**config.mk**
```make
export PLATFORM = sky130hd
export DESIGN_NAME = hsl_queue
export DESIGN_NICKNAME = d
export VERILOG_FILES = /design/src/rtl/hsl_pkg.sv /design/src/rtl/hsl_queue.sv
export SDC_FILE = /design/constraint.sdc
export NUM_CORES = 1
export LEC_CHECK = 0
export BUFFER_PORTS_ARGS = -buffer_cell sky130_fd_sc_hd__buf_2
export CAP_MARGIN = 0
export CORE_UTILIZATION = 30
export CTS_BUF_LIST = sky130_fd_sc_hd__clkbuf_16
export DETAILED_ROUTE_END_ITERATION = 10
export GPL_TIMING_DRIVEN = 0
export SETUP_SLACK_MARGIN = 0.4
export SLEW_MARGIN = 40
export SYNTH_ARGS = -nofsm -noshare
export SYNTH_HDL_FRONTEND = slang
export SYNTH_SLANG_ARGS = --single-unit
```
**constraint.sdc**
```tcl
create_clock -name clk_i -period 3.4 [get_ports clk_i]
set_clock_uncertainty 0.1 [all_clocks]
set_input_delay 0 -clock clk_i [delete_from_list [all_inputs] [get_ports clk_i]]
set_output_delay 0 -clock clk_i [all_outputs]
set_load 0.02 [all_outputs]
```
**src/rtl/hsl_pkg.sv**
```systemverilog
// Types, constants and register codes of the heightmap slope lighting core.
package hsl_pkg;

  localparam int MaxSideDef = 256;
  localparam int QueueDepth = 2;
  localparam int CoordW     = 8;
  localparam int NeighW     = 9;
  localparam int CfgDataW   = 26;
  localparam int CfgIdxW    = 3;
  localparam int ProdW      = 44;
  localparam int SlopeW     = 45;

  // Register indexes of the configuration port
  localparam logic [CfgIdxW-1:0] CFG_DIR_X        = 3'd0;
  localparam logic [CfgIdxW-1:0] CFG_DIR_Z        = 3'd1;
  localparam logic [CfgIdxW-1:0] CFG_MIN_LEVEL    = 3'd2;
  localparam logic [CfgIdxW-1:0] CFG_MAX_LEVEL    = 3'd3;
  localparam logic [CfgIdxW-1:0] CFG_INV_SOFTNESS = 3'd4;
  localparam logic [CfgIdxW-1:0] CFG_MAP_SIDE     = 3'd5;

  // Command codes
  localparam logic CMD_STORE = 1'b0;
  localparam logic CMD_READ  = 1'b1;

  // Reset values of the registers
  localparam logic [1:0]  RST_DIR_X        = 2'b01;
  localparam logic [1:0]  RST_DIR_Z        = 2'b01;
  localparam logic [7:0]  RST_MIN_LEVEL    = 8'd89;
  localparam logic [7:0]  RST_MAX_LEVEL    = 8'd255;
  localparam logic [25:0] RST_INV_SOFTNESS = 26'd2048;
  localparam logic [8:0]  RST_MAP_SIDE     = 9'd256;

  // 255 in Q.16
  localparam logic signed [SlopeW-1:0] FULL_SCALE_Q16 = 45'sd16711680;

  typedef struct packed {
    logic [1:0]  dir_x;
    logic [1:0]  dir_z;
    logic [7:0]  min_level;
    logic [7:0]  max_level;
    logic [25:0] inv_softness;
    logic [8:0]  map_side;
  } cfg_t;

  typedef struct packed {
    logic       cmd;
    logic [7:0] x_coord;
    logic [7:0] z_coord;
    logic [7:0] height;
  } item_t;

  typedef struct packed {
    logic [7:0] brightness;
    logic       in_range;
  } result_t;

  typedef enum logic [1:0] {
    JOB_STORE,
    JOB_SHADE,
    JOB_EDGE,
    JOB_OUTSIDE
  } job_e;

  typedef struct packed {
    job_e              kind;
    logic [CoordW-1:0] x;
    logic [CoordW-1:0] z;
    logic [NeighW-1:0] nx;
    logic [NeighW-1:0] nz;
    logic [7:0]        height;
  } job_t;

  typedef enum logic [1:0] {
    BK_IDLE,
    BK_NEIGH,
    BK_MULT,
    BK_FINAL
  } back_state_e;

endpackage

```
**src/rtl/hsl_queue.sv**
```systemverilog
// Short job queue between the front end and the back end.
module hsl_queue (
  input  logic          clk_i,
  input  logic          rst_ni,
  input  logic          push_i,
  input  hsl_pkg::job_t job_i,
  input  logic          pop_i,
  output hsl_pkg::job_t job_o,
  output logic          empty_o,
  output logic          full_o
);

  localparam int Depth = hsl_pkg::QueueDepth;
  localparam int PtrW  = (Depth > 1) ? $clog2(Depth) : 1;
  localparam int CntW  = $clog2(Depth + 1);

  hsl_pkg::job_t   entries_q [Depth];
  logic [PtrW-1:0] wr_ptr_q, wr_ptr_d;
  logic [PtrW-1:0] rd_ptr_q, rd_ptr_d;
  logic [CntW-1:0] count_q, count_d;
  logic            do_push, do_pop;

  assign empty_o = (count_q == '0);
  assign full_o  = (count_q == CntW'(Depth));
  assign do_push = push_i && !full_o;
  assign do_pop  = pop_i && !empty_o;
  assign job_o   = entries_q[rd_ptr_q];

  always_comb begin
    wr_ptr_d = wr_ptr_q;
    rd_ptr_d = rd_ptr_q;
    count_d  = count_q;
    if (do_push) begin
      wr_ptr_d = (wr_ptr_q == PtrW'(Depth - 1)) ? '0 : wr_ptr_q + 1'b1;
    end
    if (do_pop) begin
      rd_ptr_d = (rd_ptr_q == PtrW'(Depth - 1)) ? '0 : rd_ptr_q + 1'b1;
    end
    if (do_push && !do_pop) count_d = count_q + 1'b1;
    if (do_pop && !do_push) count_d = count_q - 1'b1;
  end

  always_ff @(posedge clk_i or negedge rst_ni) begin
    if (!rst_ni) begin
      wr_ptr_q <= '0;
      rd_ptr_q <= '0;
      count_q  <= '0;
    end else begin
      wr_ptr_q <= wr_ptr_d;
      rd_ptr_q <= rd_ptr_d;
      count_q  <= count_d;
    end
  end

  always_ff @(posedge clk_i) begin
    if (do_push) entries_q[wr_ptr_q] <= job_i;
  end

endmodule

```
==> implementation parameters <==
Parameter                              Value

Placement
  Number of buffers added on ports    93
  Pre-CTS setup slack    1.57 ns
  Post-placement cell area    4290 sq um
  Final weighted congestion in routability-driven placement    roughly 0.61
  Post-DP HPWL    4010 um

Clock network
  Clock Tree Root    sky130_fd_sc_hd__clkbuf_16
  Register clock-pin slew on the reported worst setup and hold paths    approximately 0.06 ns
  Clk sink count    92
  CTS tree    built
  Maximum clock insertion buffer count    2
  CTS H-Tree Depth    3
  TritonCTS Buffers    9
  Worst skew pair latency    0.33 ns

Timing
  Worst hold margin    0.286 ns
  Finish-stage setup viols    0
  Final slew viol count    0
  Worst slew margin    67.2%
  RSZ-0062 raised after global routing    false
  Smallest setup slack after layout    1.59 ns
  Transition time at the pin with the least slew margin    0.491 ns
  Final Hold Viols    0
  Setup total negative slack    0 ns
  Final min period    1.81 ns
  Share of the cycle needed by the critical path after routing    53.1%
  Max Freq    553 MHz

Global route
  Number of global-route vias before repair    2099
  Total overflow reported by the global router    0
  Maximum number of pins on one net before global-route repair    24
  Wire length of the first global-routing pass    between 10000 and 15000 um
  Gr usage total    about 11%
  Initial antenna violation count    0

Detailed routing
  Via count of the routed design    1886
  Post-detailed-route via-to-cell ratio    4.12
  Detail Route Antenna Nets    0
  Drt wl/cell    around 14 um
  First-pass DRT Iterations    6
  Number of remaining DRC errors    12
  Detailed-route wire length    6230 um
  Sum of met2 wire segment lengths after detailed routing    3150 um
  Initial drt markers    63
  M1 wire length    2650 um
  Met3 routed WL    322 um
  Uppermost routed layer    met4

Layout
  Layout net count    359
  Number of inserted filler cells in the final layout    1021
  Ratio of cells with drive above 1 in the final layout    a little over half
  Finished layout cell area    5060 sq um
  Most common cell after layout, fill and taps aside    sky130_fd_sc_hd__buf_2
  Commonest non-fill, non-tap cells in the layout    sky130_fd_sc_hd__buf_2, sky130_fd_sc_hd__edfxtp_1, sky130_fd_sc_hd__dlygate4sd3_1
  Final core utilization    44.0%
  Count of antenna diodes in the layout    0
  Area Overhead vs Synth    41.8%

Power
  Leakage power of the design    2.03 nW
  Comb pwr share    38.7%
  Max IR drop VDD    453 uV
  Power density cells    835 nW/um^2
  Sequential share of power    about two fifths
  NetSw    1.32 mW
  Clk network pwr share    22.9%
  Cell-internal power    slightly below 3 mW
  Fraction of power spent switching nets    between 30% and 40%

Yosys
  Count of different cell masters after synthesis    15
  Area of the mapped netlist    between 3000 and 4000 sq um
  Number of nets produced by synthesis    204
  Count of yosys warnings during synthesis    0
  Synthesized area per cell    23.0 sq um
  Cell count after synthesis    155
  Seq/Total Area, Yosys    between 70 and 80%
  Number of flip-flops and latches in the synthesized netlist    92

Setup path
  Source of the critical timing path    count_q[0]
  CP Class    reg2reg
  Launching element type of the critical path    register
  Startpoint of the worst register-to-register path    count_q[0]
  Critical path data arrival time    1.74 ns
  CP Cell Sequence    nand2b_1, nand2_1, nor2_4, buf_8
  Critical path peak fanout    18
  CP max-delay cell    sky130_fd_sc_hd__nor2_4
  Worst Setup End Kind    register
  Crit path largest cell delay    ~0.42 ns
  Data required time of the critical path    3.33 ns

Outcome
  Violated checks    design-rule violations
  Run status    finished, violations left

Worst hold path
  Class of the most critical hold timing path    in2reg
  Origin of the worst min-delay path    job_i[16]

Floorplanning
  Effective utilization at floorplan    a little under a third
  Horizontal die dimension    111 um
  DIE HEIGHT    111 um
  Standard-cell rows    39
  Standard cell core area    11500 sq um
  Number of ports placed on the die boundary    94
  Die outline area    12300 sq um

Job
  Max Cap Viol    0
[synth_stat cells]
library cell               count  area [sq um]
sky130_fd_sc_hd__and3_1        1          6.26
sky130_fd_sc_hd__buf_12        4          80.1
sky130_fd_sc_hd__buf_6         1          11.3
sky130_fd_sc_hd__dfrtp_1       4           100
sky130_fd_sc_hd__edfxtp_1     88          2640
sky130_fd_sc_hd__ha_1          1          12.5
sky130_fd_sc_hd__inv_1         1          3.75
sky130_fd_sc_hd__mux2_2        5          56.3
sky130_fd_sc_hd__mux2_4       39           586
sky130_fd_sc_hd__nand2_1       1          3.75
sky130_fd_sc_hd__nand2b_1      1          6.26
sky130_fd_sc_hd__nor2_1        3          11.3
sky130_fd_sc_hd__nor2b_2       1          8.76
sky130_fd_sc_hd__xnor2_1       3          26.3
sky130_fd_sc_hd__xor2_1        2          17.5
[worst paths after layout]
check / end / cells after the start / slack (ns)
max in group asynchronous: rd_ptr_q / 3 / 2.57
worst max register to register: entries_q[0][24] / 4 / 1.59
worst max-delay path: entries_q[0][24] / 4 / 1.59
worst min-delay path: entries_q[0][16] / 2 / 0.29
min in group asynchronous: wr_ptr_q / 3 / 0.46
worst min register to register: count_q[1] / 1 / 0.41
[per-layer routing]
metal	track usage, %	vias up
met3	3.55	7
met2	18.7	52
li1	-	913
met4	5.14	0
met5	0	-
met1	12.7	914
[stage by stage]
| stage | power [mW] | std cells |
|---|---|---|
| final | 4.23 | 458 |
| after global routing | 4.44 | 458 |
| after CTS | 4.30 | 458 |
| after detailed placement | 3.28 | 394 |
| after global placement | 3.21 | 391 |
| after floorplan | 2.80 | 155 |
[repair_timing]
item,CTS,global route
endpoints found under the setup margin,0,0
hold buffers,48,0
resized for setup,0,0
buffers inserted,0,0
endpoints found under the hold margin,94,0
[registers in the layout, indices dropped and copies added (netlist names)]
| signal | flops |
|---|---|
| entries_q | 88 |
| count_q | 2 |
| rd_ptr_q | 1 |
| wr_ptr_q | 1 |
[power groups by stage]
| stage | sequential (mW) | clock (mW) | combinational, mW |
|---|---|---|---|
| 2_1_floorplan | 1.64 | 0 | 1.16 |
| 3_3_place_gp | 1.66 | 0 | 1.56 |
| 3_5_place_dp | 1.65 | 0 | 1.63 |
| 4_1_cts | 1.63 | 1.00 | 1.67 |
| 5_1_grt | 1.65 | 1.03 | 1.75 |
| 6_report | 1.63 | 0.966 | 1.63 |
[logic make-up after synthesis]
kind of cell  count (synthesis)  share of synthesized area [%]
mux                          44                           18.0
flops                        92                           76.8
xor+xnor                      5                           1.23
simple gates                  7                           1.02
buf+inv                       6                           2.66
fa+ha+maj                     1                          0.350
[worst max-delay path, delay by kind of cell (launching register included)]
family,cells,cell delay (ns)
buf+inv,1,0.26
flops,1,0.40
simple gates,3,0.73
[cell type report]
type	instances	area, sq um	share of cell area [%]
clock buffers	9	225	4.45
repair buffers	144	1010	19.9
plain buffers	5	91.3	1.80
well taps	143	179	3.53
clock inverters	7	67.6	1.33
inverters	1	3.75	0.0741
flip-flops and latches	92	2740	54.2
multi-input cells	57	747	14.7
No activity file was read; power rests on OpenSTA's default activity.
