### src/rtl/hsl_pkg.sv
// Types, constants and register codes of the heightmap slope lighting core.
package hsl_pkg;

  localparam int MaxSideDef = 256;
  localparam int QueueDepth = 2;
  localparam int CoordW     = 8;
  localparam int NeighW     = 9;
  localparam int CfgDataW   = 26;
  localparam int CfgIdxW    = 3;
  localparam int ProdW      = 44;
  localparam int SlopeW     = 45;

  // Register indexes of the configuration port
  localparam logic [CfgIdxW-1:0] CFG_DIR_X        = 3'd0;
  localparam logic [CfgIdxW-1:0] CFG_DIR_Z        = 3'd1;
  localparam logic [CfgIdxW-1:0] CFG_MIN_LEVEL    = 3'd2;
  localparam logic [CfgIdxW-1:0] CFG_MAX_LEVEL    = 3'd3;
  localparam logic [CfgIdxW-1:0] CFG_INV_SOFTNESS = 3'd4;
  localparam logic [CfgIdxW-1:0] CFG_MAP_SIDE     = 3'd5;

  // Command codes
  localparam logic CMD_STORE = 1'b0;
  localparam logic CMD_READ  = 1'b1;

  // Reset values of the registers
  localparam logic [1:0]  RST_DIR_X        = 2'b01;
  localparam logic [1:0]  RST_DIR_Z        = 2'b01;
  localparam logic [7:0]  RST_MIN_LEVEL    = 8'd89;
  localparam logic [7:0]  RST_MAX_LEVEL    = 8'd255;
  localparam logic [25:0] RST_INV_SOFTNESS = 26'd2048;
  localparam logic [8:0]  RST_MAP_SIDE     = 9'd256;

  // 255 in Q.16
  localparam logic signed [SlopeW-1:0] FULL_SCALE_Q16 = 45'sd16711680;

  typedef struct packed {
    logic [1:0]  dir_x;
    logic [1:0]  dir_z;
    logic [7:0]  min_level;
    logic [7:0]  max_level;
    logic [25:0] inv_softness;
    logic [8:0]  map_side;
  } cfg_t;

  typedef struct packed {
    logic       cmd;
    logic [7:0] x_coord;
    logic [7:0] z_coord;
    logic [7:0] height;
  } item_t;

  typedef struct packed {
    logic [7:0] brightness;
    logic       in_range;
  } result_t;

  typedef enum logic [1:0] {
    JOB_STORE,
    JOB_SHADE,
    JOB_EDGE,
    JOB_OUTSIDE
  } job_e;

  typedef struct packed {
    job_e              kind;
    logic [CoordW-1:0] x;
    logic [CoordW-1:0] z;
    logic [NeighW-1:0] nx;
    logic [NeighW-1:0] nz;
    logic [7:0]        height;
  } job_t;

  typedef enum logic [1:0] {
    BK_IDLE,
    BK_NEIGH,
    BK_MULT,
    BK_FINAL
  } back_state_e;

endpackage

### src/rtl/hsl_front.sv
// Front end: classify an accepted item and form its job for the queue.
module hsl_front #(
  parameter int MAX_SIDE = hsl_pkg::MaxSideDef
) (
  input  logic           accept_i,
  input  hsl_pkg::item_t item_i,
  input  hsl_pkg::cfg_t  cfg_i,
  output logic           push_o,
  output hsl_pkg::job_t  job_o
);

  localparam int LimW  = $clog2(MAX_SIDE + 1);
  localparam int SideW = (LimW > 9) ? LimW : 9;

  logic [SideW-1:0] side;
  logic [SideW-1:0] side_cfg;
  logic [SideW-1:0] x_ext;
  logic [SideW-1:0] z_ext;
  logic             on_map;
  logic             x_pos, x_neg, z_pos, z_neg;
  logic             edge_x, edge_z;

  assign side_cfg = SideW'(cfg_i.map_side);
  assign side     = (side_cfg > SideW'(MAX_SIDE)) ? SideW'(MAX_SIDE) : side_cfg;
  assign x_ext    = SideW'(item_i.x_coord);
  assign z_ext    = SideW'(item_i.z_coord);
  assign on_map   = (x_ext < side) && (z_ext < side);

  // Code 2'b10 saturates to -1; a zero direction acts as (1,1)
  always_comb begin
    x_pos = (cfg_i.dir_x == 2'b01);
    x_neg = cfg_i.dir_x[1];
    z_pos = (cfg_i.dir_z == 2'b01);
    z_neg = cfg_i.dir_z[1];
    if (cfg_i.dir_x == 2'b00 && cfg_i.dir_z == 2'b00) begin
      x_pos = 1'b1;
      z_pos = 1'b1;
    end
  end

  assign edge_x = (x_pos && item_i.x_coord == '0) || (x_neg && (x_ext + 1'b1) >= side);
  assign edge_z = (z_pos && item_i.z_coord == '0) || (z_neg && (z_ext + 1'b1) >= side);

  always_comb begin
    job_o.x      = item_i.x_coord;
    job_o.z      = item_i.z_coord;
    job_o.height = item_i.height;
    job_o.nx     = {1'b0, item_i.x_coord};
    job_o.nz     = {1'b0, item_i.z_coord};
    if (x_pos) job_o.nx = {1'b0, item_i.x_coord} - 9'd1;
    if (x_neg) job_o.nx = {1'b0, item_i.x_coord} + 9'd1;
    if (z_pos) job_o.nz = {1'b0, item_i.z_coord} - 9'd1;
    if (z_neg) job_o.nz = {1'b0, item_i.z_coord} + 9'd1;
    priority if (item_i.cmd == hsl_pkg::CMD_STORE) begin
      job_o.kind = hsl_pkg::JOB_STORE;
    end else if (!on_map) begin
      job_o.kind = hsl_pkg::JOB_OUTSIDE;
    end else if (edge_x || edge_z) begin
      job_o.kind = hsl_pkg::JOB_EDGE;
    end else begin
      job_o.kind = hsl_pkg::JOB_SHADE;
    end
  end

  // Drop stores outside the map here
  assign push_o = accept_i && (on_map || item_i.cmd == hsl_pkg::CMD_READ);

endmodule

### config.mk
export PLATFORM = sky130hd
export DESIGN_NAME = hsl_front
export DESIGN_NICKNAME = d
export VERILOG_FILES = /design/src/rtl/hsl_pkg.sv /design/src/rtl/hsl_front.sv
export SDC_FILE = /design/constraint.sdc
export NUM_CORES = 1
export LEC_CHECK = 0
export BUFFER_PORTS_ARGS = -buffer_cell sky130_fd_sc_hd__buf_2
export CORE_MARGIN = 1
export CORE_UTILIZATION = 45
export DETAILED_ROUTE_END_ITERATION = 16
export GPL_ROUTABILITY_DRIVEN = 1
export PLACE_DENSITY = 0.9
export SYNTH_ARGS = -nofsm -noshare
export SYNTH_HDL_FRONTEND = slang
export SYNTH_SLANG_ARGS = --single-unit
export TNS_END_PERCENT = 30
### constraint.sdc
create_clock -name vclk -period 4.8
set_input_delay 0.72 -clock vclk [all_inputs]
set_output_delay 0.72 -clock vclk [all_outputs]
set_load 0.005 [all_outputs]
==> run_results.csv, run 1 <==
group,metric,value,unit
sta,setup_tns,0,ns
sta,setup_viol,0,
critical_path,critPathKind,"in2out",
outcome,status,"finished, final reports clean",
placed_design,port_buffers,68,
placed_design,placed_cells,315,
cells_and_area,instances_no_fill,315,
logic_synthesis,synth.cells.most_frequent,"ha_1 (40), buf_4 (24), nand2_1 (23)",
sta,slew_viol_final,0,
global_routing,grt_max_degree,17,
placed_design,place_congestion,0.8598,
cts,cts_resized,0,
drt,wl_per_cell,12.44,um
global_routing,antenna_found_initial,0,
job,max_cap_viol_count,0,
critical_path,cp_max_fo,7,
power_and_ir_drop,ir_drop,0.04194,mV
critical_path,critPathRequiredTime,4.08,ns
power_and_ir_drop,power_leakage,0.9560,nW
cells_and_area,seq_cells,0,
logic_synthesis,synth.largest_area_cell,"ha_1",
sta,relSlewSlack,72.24,%
logic_synthesis,syn_nets,353,
power_and_ir_drop,p_int,0.00007221,W
worst_hold_path,holdPathStages,0,
critical_path,startpoint_type,"input port",
logic_synthesis,syn_area,0.001752,mm^2
power_and_ir_drop,power_switching,0.00009035,W
drt,viasPerCell,5.467,
floorplanning,die_w,64.39,um
floorplanning,die_h,64.39,um
power_and_ir_drop,pwr_density_cell,84.36,mW/mm^2
drt,drc,0,
drt,vias,1722,
logic_synthesis,synth_top_area_share,28.57,%
cells_and_area,drive_gt1_share,28.09,%
drt,first_pass_iters,4,
sta,max_freq,265.3,MHz
floorplanning,dieArea,0.004146,mm^2
worst_hold_path,hold_start,"item_i[2]",
power_and_ir_drop,p_clk_share,0,%
cells_and_area,utilization,52.24,%
sta,worst_pin_slew,0.4149,ns
floorplanning,rows,22,
logic_synthesis,syn_avg_cell_area,7.550,um^2
sta,fin_crit_sh,78.52,%
global_routing,grt_first_pass_wirelength,6513,um
worst_hold_path,hp-class,"in2out",
drt,wl,3918,um
logic_synthesis,synth.area.top_cells,"ha_1 (29%), buf_4 (10%), xnor2_1 (6.5%)",
floorplanning,initial_core_util,47.49,%
cts,post_cts_buffers,0,
cells_and_area,nFillCells,378,
cells_and_area,syn2layout_area_growth,10.00,%
global_routing,grt_usage,18.79,%
critical_path,endpoint_kind,"output pin",
floorplanning,ioPinCount,126,
cells_and_area,layout.area.seq,0,um^2
logic_synthesis,synthCells,232,
power_and_ir_drop,seq_power_share,0,%
drt,drt_iter0_markers,42,
global_routing,grt_overflow,0,
logic_synthesis,yosysMostFrequentCell,"ha_1",
placed_design,dp_hpwl,3368,um
critical_path,critPathArrivalTime,3.05,ns
sta,finalCriticalPeriod,3.769,ns
sta,setup_ws,1.031,ns
placed_design,post-place-ws,1.048,ns
drt,drt.antenna.violating_nets,0,
cells_and_area,antenna_cells,0,
cts,postCtsHoldBufs,0,
logic_synthesis,synth_cell_types,43,
sta,rsz0062_at_grt,"false",
power_and_ir_drop,combinationalPowerShare,100.0,%
global_routing,first_global_vias,1502,
worst_hold_path,min_to,"job_o[2]",
cells_and_area,final_nets,390,
logic_synthesis,ys_warn_count,0,
cells_and_area,nClkBuffers,0,
power_and_ir_drop,p_sw_share,55.58,%
floorplanning,core,0.003689,mm^2
logic_synthesis,yosysSeqAreaShare,0,%
sta,final_hold_viol_count,0,
area by class of cell:
cell class | count | area (um^2) | area share (%)
multi-input cells | 192 | 1500 | 77.86
repair buffers | 68 | 340.3 | 17.66
well taps | 48 | 60.06 | 3.117
inverters | 7 | 26.28 | 1.364
critical path: stages:
cell and delay [ns]:
buf_2 0.15, ha_1 0.24, and3_1 0.22, and3_1 0.24, xor2_1 0.16, ha_1 0.32, a21o_1 0.16, a21oi_1 0.15
nor2b_1 0.06, o21ai_0 0.18, nand4_1 0.14, o21a_1 0.19, buf_2 0.12
kinds of logic after synthesis:
group                      count (synthesis)  synth area share, %
adders and majority gates                 40                28.57
buffers and inverters                     40                14.36
AOI/OAI and AO/OA                         51                20.00
xor gates and xnor gates                  26                13.00
and+or+nand+nor                           75                24.07
placed cells by master, fill, tap and decap left out, types with 11 or more instances in the layout:
master and count:
nand2_1 23, nor2_1 18, buf_2 68, xor2_1 13, ha_1 40, o21ai_0 11
xnor2_1 13, a21oi_1 11
power groups by stage:
stage               registers [W]  logic [W]  clock network (W)
finish                          0   0.000163                  0
global route                    0   0.000185                  0
CTS                             0   0.000164                  0
detailed placement              0   0.000162                  0
global placement                0   0.000157                  0
floorplan                       0   0.000116                  0
routing by layer:
layer | wire, um | track usage (%) | vias up | part of all wire, %
met4 | 44 | 1.667 | 0 | 1.1
li1 | - | - | 891 | -
met1 | 1919 | 25.53 | 776 | 49
met2 | 1763 | 33.68 | 51 | 45
met5 | 0 | 0 | - | 0
met3 | 191 | 0.5357 | 4 | 4.9
worst max-delay path by stage:
stage                    from   endpoint  slack [ns]
CTS                 item_i[8]  job_o[43]        1.04
finish              item_i[8]  job_o[43]        1.03
floorplan           item_i[8]  job_o[42]        1.48
global placement    item_i[8]  job_o[43]        1.10
detailed placement  item_i[8]  job_o[43]        1.05
global route        item_i[8]  job_o[42]        0.91
metrics by stage:
stage	total power [W]	hold slack [ns]	instance area, um^2
after CTS	0.0001635	1.440	1927
after floorplan	0.0001156	1.495	1752
after global routing	0.0001850	1.440	1927
final	0.0001626	1.440	1927
after detailed placement	0.0001622	1.440	1927
after global placement	0.0001569	1.440	1927
(Power assumes the default switching activity.)
==> run 2, diff against run 1 <==
Settings changed: CORE_UTILIZATION 45 to 44, PLACE_DENSITY 0.9 to 0.89.
Clock period 4.8 ns to 3.5 ns, I/O delays scaled along.
==> run 2 against run 1 <==
  * Wire length grew 6.7%
  * Worst setup slack lost 0.85 ns
  * Combinational power grew 41%
  * Clock-buffer cell count unchanged
  * Final cell count increased by 0.95%
  * First-iteration DRC count grew 48%
  * Critical endpoint unchanged
  * Critical path type unchanged
  * Utilization fell by 0.17 points
  * Sequential share of layout area stayed put
  * Die area is 2.2% higher
  * Largest cell class unchanged
  * Non-clock buffer count rose by 3
  * Power is 41% higher
  * Largest power group unchanged
  * Hold slack got worse by 0.39 ns
==> run_results.csv, run 2 (synthesis results as in run 1) <==
group,metric,value,unit
cells_and_area,seq_cells,0,
critical_path,endpoint_kind,"output pin",
power_and_ir_drop,ir_drop,0.05056,mV
cells_and_area,nFillCells,401,
drt,drc,0,
critical_path,critPathRequiredTime,2.97,ns
critical_path,cp-startpoint,"item_i[9]",
drt,viasPerCell,5.509,
drt,first_pass_iters,4,
placed_design,place_congestion,0.8212,
drt,wl,4179,um
cells_and_area,nClkBuffers,0,
sta,finalCriticalPeriod,3.321,ns
sta,fin_hold_ws,1.050,ns
sta,worst_pin_slew,0.3875,ns
placed_design,dp_hpwl,3535,um
cells_and_area,antenna_cells,0,
placed_design,placed_cell_area,0.001949,mm^2
sta,setup_viol,0,
critical_path,startpoint_type,"input port",
global_routing,grt_usage,19.39,%
global_routing,grt_max_degree,17,
floorplanning,dieArea,0.004237,mm^2
sta,rsz0062_at_grt,"false",
cells_and_area,syn2layout_area_growth,11.29,%
floorplanning,initial_core_util,46.79,%
drt,m1WireLength,1906,um
power_and_ir_drop,power.total,0.0002300,W
sta,setup_tns,0,ns
drt,wl_met3,240,um
critical_path,crit_end,"job_o[43]",
outcome,status,"finished, final reports clean",
cells_and_area,layout_commonest_cell,"buf_2",
sta,slew_viol_final,0,
power_and_ir_drop,power_leakage,0.9704,nW
drt,drt_iter0_markers,62,
cells_and_area,drive_gt1_share,28.89,%
floorplanning,rows,22,
cells_and_area,final_nets,393,
sta,max_freq,301.1,MHz
cells_and_area,final_area,0.001949,mm^2
cts,post_cts_buffers,0,
sta,relSlewSlack,73.81,%
global_routing,grt_first_pass_wirelength,6768,um
floorplanning,die_w,65.10,um
sta,final_hold_viol_count,0,
floorplanning,core,0.003744,mm^2
critical_path,cp_max_fo,7,
drt,met2_length,2032,um
drt,wl_per_cell,13.14,um
cells_and_area,instances_no_fill,318,
job,max_cap_viol_count,0,
floorplanning,die_h,65.10,um
global_routing,first_global_vias,1568,
critical_path,critPathArrivalTime,2.80,ns
cells_and_area,multi_input_area,0.001500,mm^2
cells_and_area,final_cell_mix,"buf_2 (68), ha_1 (40), nand2_1 (23), nor2_1 (18)",
placed_design,port_buffers,68,
drt,vias,1752,
power_and_ir_drop,pwr_density_cell,118.0,mW/mm^2
cells_and_area,layout.area.seq,0,um^2
global_routing,grt_overflow,0,
placed_design,placed_cells,318,
sta,fin_crit_sh,94.89,%
global_routing,antenna_found_initial,0,
drt,drt.antenna.violating_nets,0,
critical_path,critPathKind,"in2out",
worst_hold_path,hp-class,"in2out",
floorplanning,ioPinCount,126,
drt,top_signal_layer_used,"met3",
run 2: changes by cell type in the layout (fill, tap and decap cells not counted):
cell / previous run / this run
buf_4: 0 / 3
o21ai_0: 11 / 10
o21ai_1: 3 / 4
run 2: repair_timing:
| action | 4_1_cts | 5_1_grt |
|---|---|---|
| endpoints found under the setup margin | 0 | 2 |
| resized for setup | 0 | 1 |
| hold buffers | 0 | 0 |
run 2: final cells by class:
class	count	share of cell area (%)
Timing Repair Buffer	71	18.61
Inverter	7	1.348
Multi-Input combinational cell	192	76.96
Tap cell	48	3.081
run 2: worst min path at each step:
stage	startpoint	end	slack (ns)	cells past startpoint
6_report	item_i[4]	job_o[4]	1.05	0
5_1_grt	item_i[0]	job_o[0]	1.05	0
4_1_cts	item_i[2]	job_o[2]	1.05	0
3_5_place_dp	item_i[2]	job_o[2]	1.05	0
3_3_place_gp	item_i[2]	job_o[2]	1.05	0
2_1_floorplan	item_i[13]	job_o[13]	1.11	1
run 2: per-stage QoR:
| stage | util (%) | setup WS, ns |
|---|---|---|
| finish | 52.07 | 0.1790 |
| global route | 52.07 | 0.003040 |
| CTS | 52.07 | 0.1280 |
| detailed placement | 52.07 | 0.1386 |
| global placement | 52.07 | 0.2096 |
| floorplan | - | 0.5735 |
run 2: layer usage:
| metal | global-route usage [%] | vias to the layer above |
|---|---|---|
| met2 | 35.55 | 55 |
| met1 | 26.56 | 806 |
| met5 | 0 | - |
| met3 | 0.5208 | 0 |
| li1 | - | 891 |
| met4 | 0.2717 | 0 |
run 2: worst max-delay path, stage by stage:
cell	delay, ns
buf_2	0.14
ha_1	0.22
and3_1	0.23
and3_1	0.23
xor2_1	0.15
ha_1	0.31
a21o_1	0.17
a21oi_1	0.16
nor2b_1	0.07
o21ai_1	0.15
nand4_1	0.14
o21a_1	0.19
buf_2	0.12
run 2: power by group:
part	internal (W)	leakage, nW	switching, W
logic	0.000102	0.970	0.000128
clock network	0	0	0
registers	0	0	0
==> run 3, diff against run 2 <==
Settings changed: ABC_AREA from default to 1, BUFFER_PORTS_ARGS -buffer_cell sky130_fd_sc_hd__buf_2 to -buffer_cell sky130_fd_sc_hd__buf_4, CORE_UTILIZATION 44 to 45, PLACE_DENSITY 0.89 to 0.87.
==> run 3 against run 2 <==
  * Hold slack is the same
  * Sequential share of layout area stayed put
  * First-iteration DRC count grew 9.7%
  * Highest routed layer is now met4
==> run_results.csv, run 3 <==
group,metric,value,unit
outcome,status,"finished, final reports clean",
logic_synthesis,synth.largest_area_cell,"ha_1",
logic_synthesis,synth_cell_types,35,
sta,slew_viol_final,0,
worst_hold_path,min_to,"job_o[1]",
critical_path,slowest_stage,"or4_4",
sta,final_hold_viol_count,0,
logic_synthesis,synth_top_area_share,25.25,%
worst_hold_path,hold_start,"item_i[1]",
cells_and_area,layout.area.seq,0,um^2
drt,drc,0,
drt,viasPerCell,5.228,
placed_design,placed_cells,413,
drt,first_pass_iters,4,
floorplanning,die_h,68.37,um
drt,wl_per_cell,12.44,um
logic_synthesis,ys_warn_count,0,
cells_and_area,final_cell_mix,"nand2_1 (78), buf_4 (68), ha_1 (40), inv_1 (32), nor2_1 (30)",
global_routing,grt_first_pass_wirelength,7659,um
critical_path,cp-startpoint,"cfg_i[0]",
cells_and_area,nFillCells,399,
global_routing,antenna_found_initial,0,
global_routing,top_usage_layer,"met2",
cells_and_area,seq_cells,0,
placed_design,placed_cell_area,0.002351,mm^2
placed_design,dp_hpwl,4328,um
drt,wl,5139,um
critical_path,cpMostUsedCell,"nor2_1",
critical_path,endpoint_kind,"output pin",
floorplanning,ioPinCount,126,
drt,drt_iter0_markers,68,
logic_synthesis,synth.cells.most_frequent,"nand2_1 (83), ha_1 (40), inv_1 (32)",
sta,setup_viol,0,
logic_synthesis,synthCells,322,
critical_path,critPathKind,"in2out",
critical_path,critPathRequiredTime,2.97,ns
cells_and_area,syn2layout_area_growth,20.08,%
global_routing,grt_overflow,0,
drt,drt.antenna.violating_nets,0,
global_routing,grt.met2_usage,37.62,%
logic_synthesis,syn_nets,443,
floorplanning,core,0.004115,mm^2
critical_path,cpPeakStageDelay,0.56,ns
floorplanning,dieArea,0.004674,mm^2
floorplanning,initial_core_util,48.16,%
cells_and_area,antenna_cells,0,
cells_and_area,layout_commonest_cell,"nand2_1",
cells_and_area,utilization,57.83,%
power_and_ir_drop,ir_drop,0.05698,mV
critical_path,startpoint_type,"input port",
placed_design,place_congestion,0.8572,
critical_path,cp_max_fo,5,
cts,post_cts_buffers,0,
floorplanning,die_w,68.37,um
sta,max_freq,297.7,MHz
sta,worst_pin_slew,0.4527,ns
logic_synthesis,syn_area,0.001982,mm^2
logic_synthesis,synth.area.top_cells,"ha_1 (25%), nand2_1 (16%), buf_4 (9.5%)",
logic_synthesis,yosysSeqAreaShare,0,%
critical_path,critical_path.cell_chain,"buf_4 -> or4_4 -> o21ai_4 -> nand2_2 -> ha_1 -> nand2_1 -> nor2_1 -> inv_1 -> nor2_1 -> nor2_1 -> nand2_1 -> nand2_1 -> nand3_2 -> nor2_1 -> nor2_1 -> buf_4",
sta,setup_ws,0.1409,ns
job,max_cap_viol_count,0,
sta,fin_crit_sh,95.98,%
global_routing,grt_max_degree,15,
sta,relSlewSlack,69.54,%
logic_synthesis,yosysMostFrequentCell,"nand2_1",
logic_synthesis,syn_avg_cell_area,6.155,um^2
global_routing,grt_usage,20.66,%
power_and_ir_drop,pwr_density_cell,124.8,mW/mm^2
cells_and_area,nClkBuffers,0,
cells_and_area,drive_gt1_share,28.93,%
placed_design,port_buffers,68,
placed_design,post-place-ws,0.1221,ns
cells_and_area,instances_no_fill,413,
floorplanning,rows,23,
power_and_ir_drop,power_leakage,1.283,nW
cells_and_area,final_area,0.002380,mm^2
global_routing,met3_usage,0.3333,%
drt,vias,2159,
cells_and_area,final_nets,486,
critical_path,critPathArrivalTime,2.83,ns
global_routing,met1_usage,26.95,%
worst_hold_path,holdPathStages,0,
worst_hold_path,hp-class,"in2out",
sta,finalCriticalPeriod,3.359,ns
global_routing,first_global_vias,1849,
cells_and_area,multi_input_area,0.001649,mm^2
cts,postCtsHoldBufs,0,
==> run 3: cell count changes after synthesis, moves of 7 or more <==
cell / change
nand2_1: +60
inv_1: +26
xnor2_1: -13
nor2_1: +12
inv_2: +9
o21ai_0: -7
==> run 3: repair_timing <==
item,4_1_cts,5_1_grt
setup endpoints to repair,0,3
gates resized for setup,0,9
endpoints found under the hold margin,0,0
==> run 3: cell type report <==
type | count | area share, %
timing repair buffer | 68 | 21.45
multi-input combinational | 253 | 69.30
tap | 50 | 2.629
inverter | 42 | 6.625
==> run 3: layer usage <==
layer	wire length, um	share of wire [%]
met5	0	0
met2	2591	50
met1	2308	45
met4	34	0.66
met3	206	4.0
==> run 3: logic make-up (layout without fill, tap and decap cells) <==
logic type | after synthesis | in the layout | share of synthesized area (%)
AO/OA/AOI/OAI | 42 | 42 | 12.56
XOR/XNOR | 18 | 18 | 7.954
adder cells (fa/ha/maj) | 40 | 40 | 25.25
buffers and inverters | 69 | 110 | 18.24
AND/OR/NAND/NOR | 153 | 153 | 35.99
==> run 3: power by group <==
group	switching (W)	internal [W]
clock	0	0
sequential	0	0
combinational	0.000163	0.000134
total	0.000163	0.000134
==> run 3: per-stage QoR <==
| step | hold slack (ns) | TNS (ns) | power [W] |
|---|---|---|---|
| 6_report | 1.050 | 0 | 0.0002970 |
| 5_1_grt | 1.050 | -0.01641 | 0.0003300 |
| 4_1_cts | 1.050 | 0 | 0.0002921 |
| 3_5_place_dp | 1.050 | 0 | 0.0002908 |
| 3_3_place_gp | 1.050 | 0 | 0.0002801 |
| 2_1_floorplan | 1.105 | 0 | 0.0001850 |
==> run 3: worst max-delay path, delay by kind of cell <==
| kind | cells | cell delay, ns |
|---|---|---|
| compound gates | 1 | 0.30 |
| fa+ha+maj | 1 | 0.32 |
| simple gates | 11 | 1.41 |
| buf+inv | 3 | 0.29 |
==> run 3: worst max path at each step <==
| stage | endpoint | slack, ns |
|---|---|---|
| global placement | job_o[43] | 0.15 |
| finish | job_o[43] | 0.14 |
| detailed placement | job_o[43] | 0.12 |
| floorplan | job_o[43] | 0.62 |
| CTS | job_o[43] | 0.11 |
| global route | job_o[43] | -0.02 |
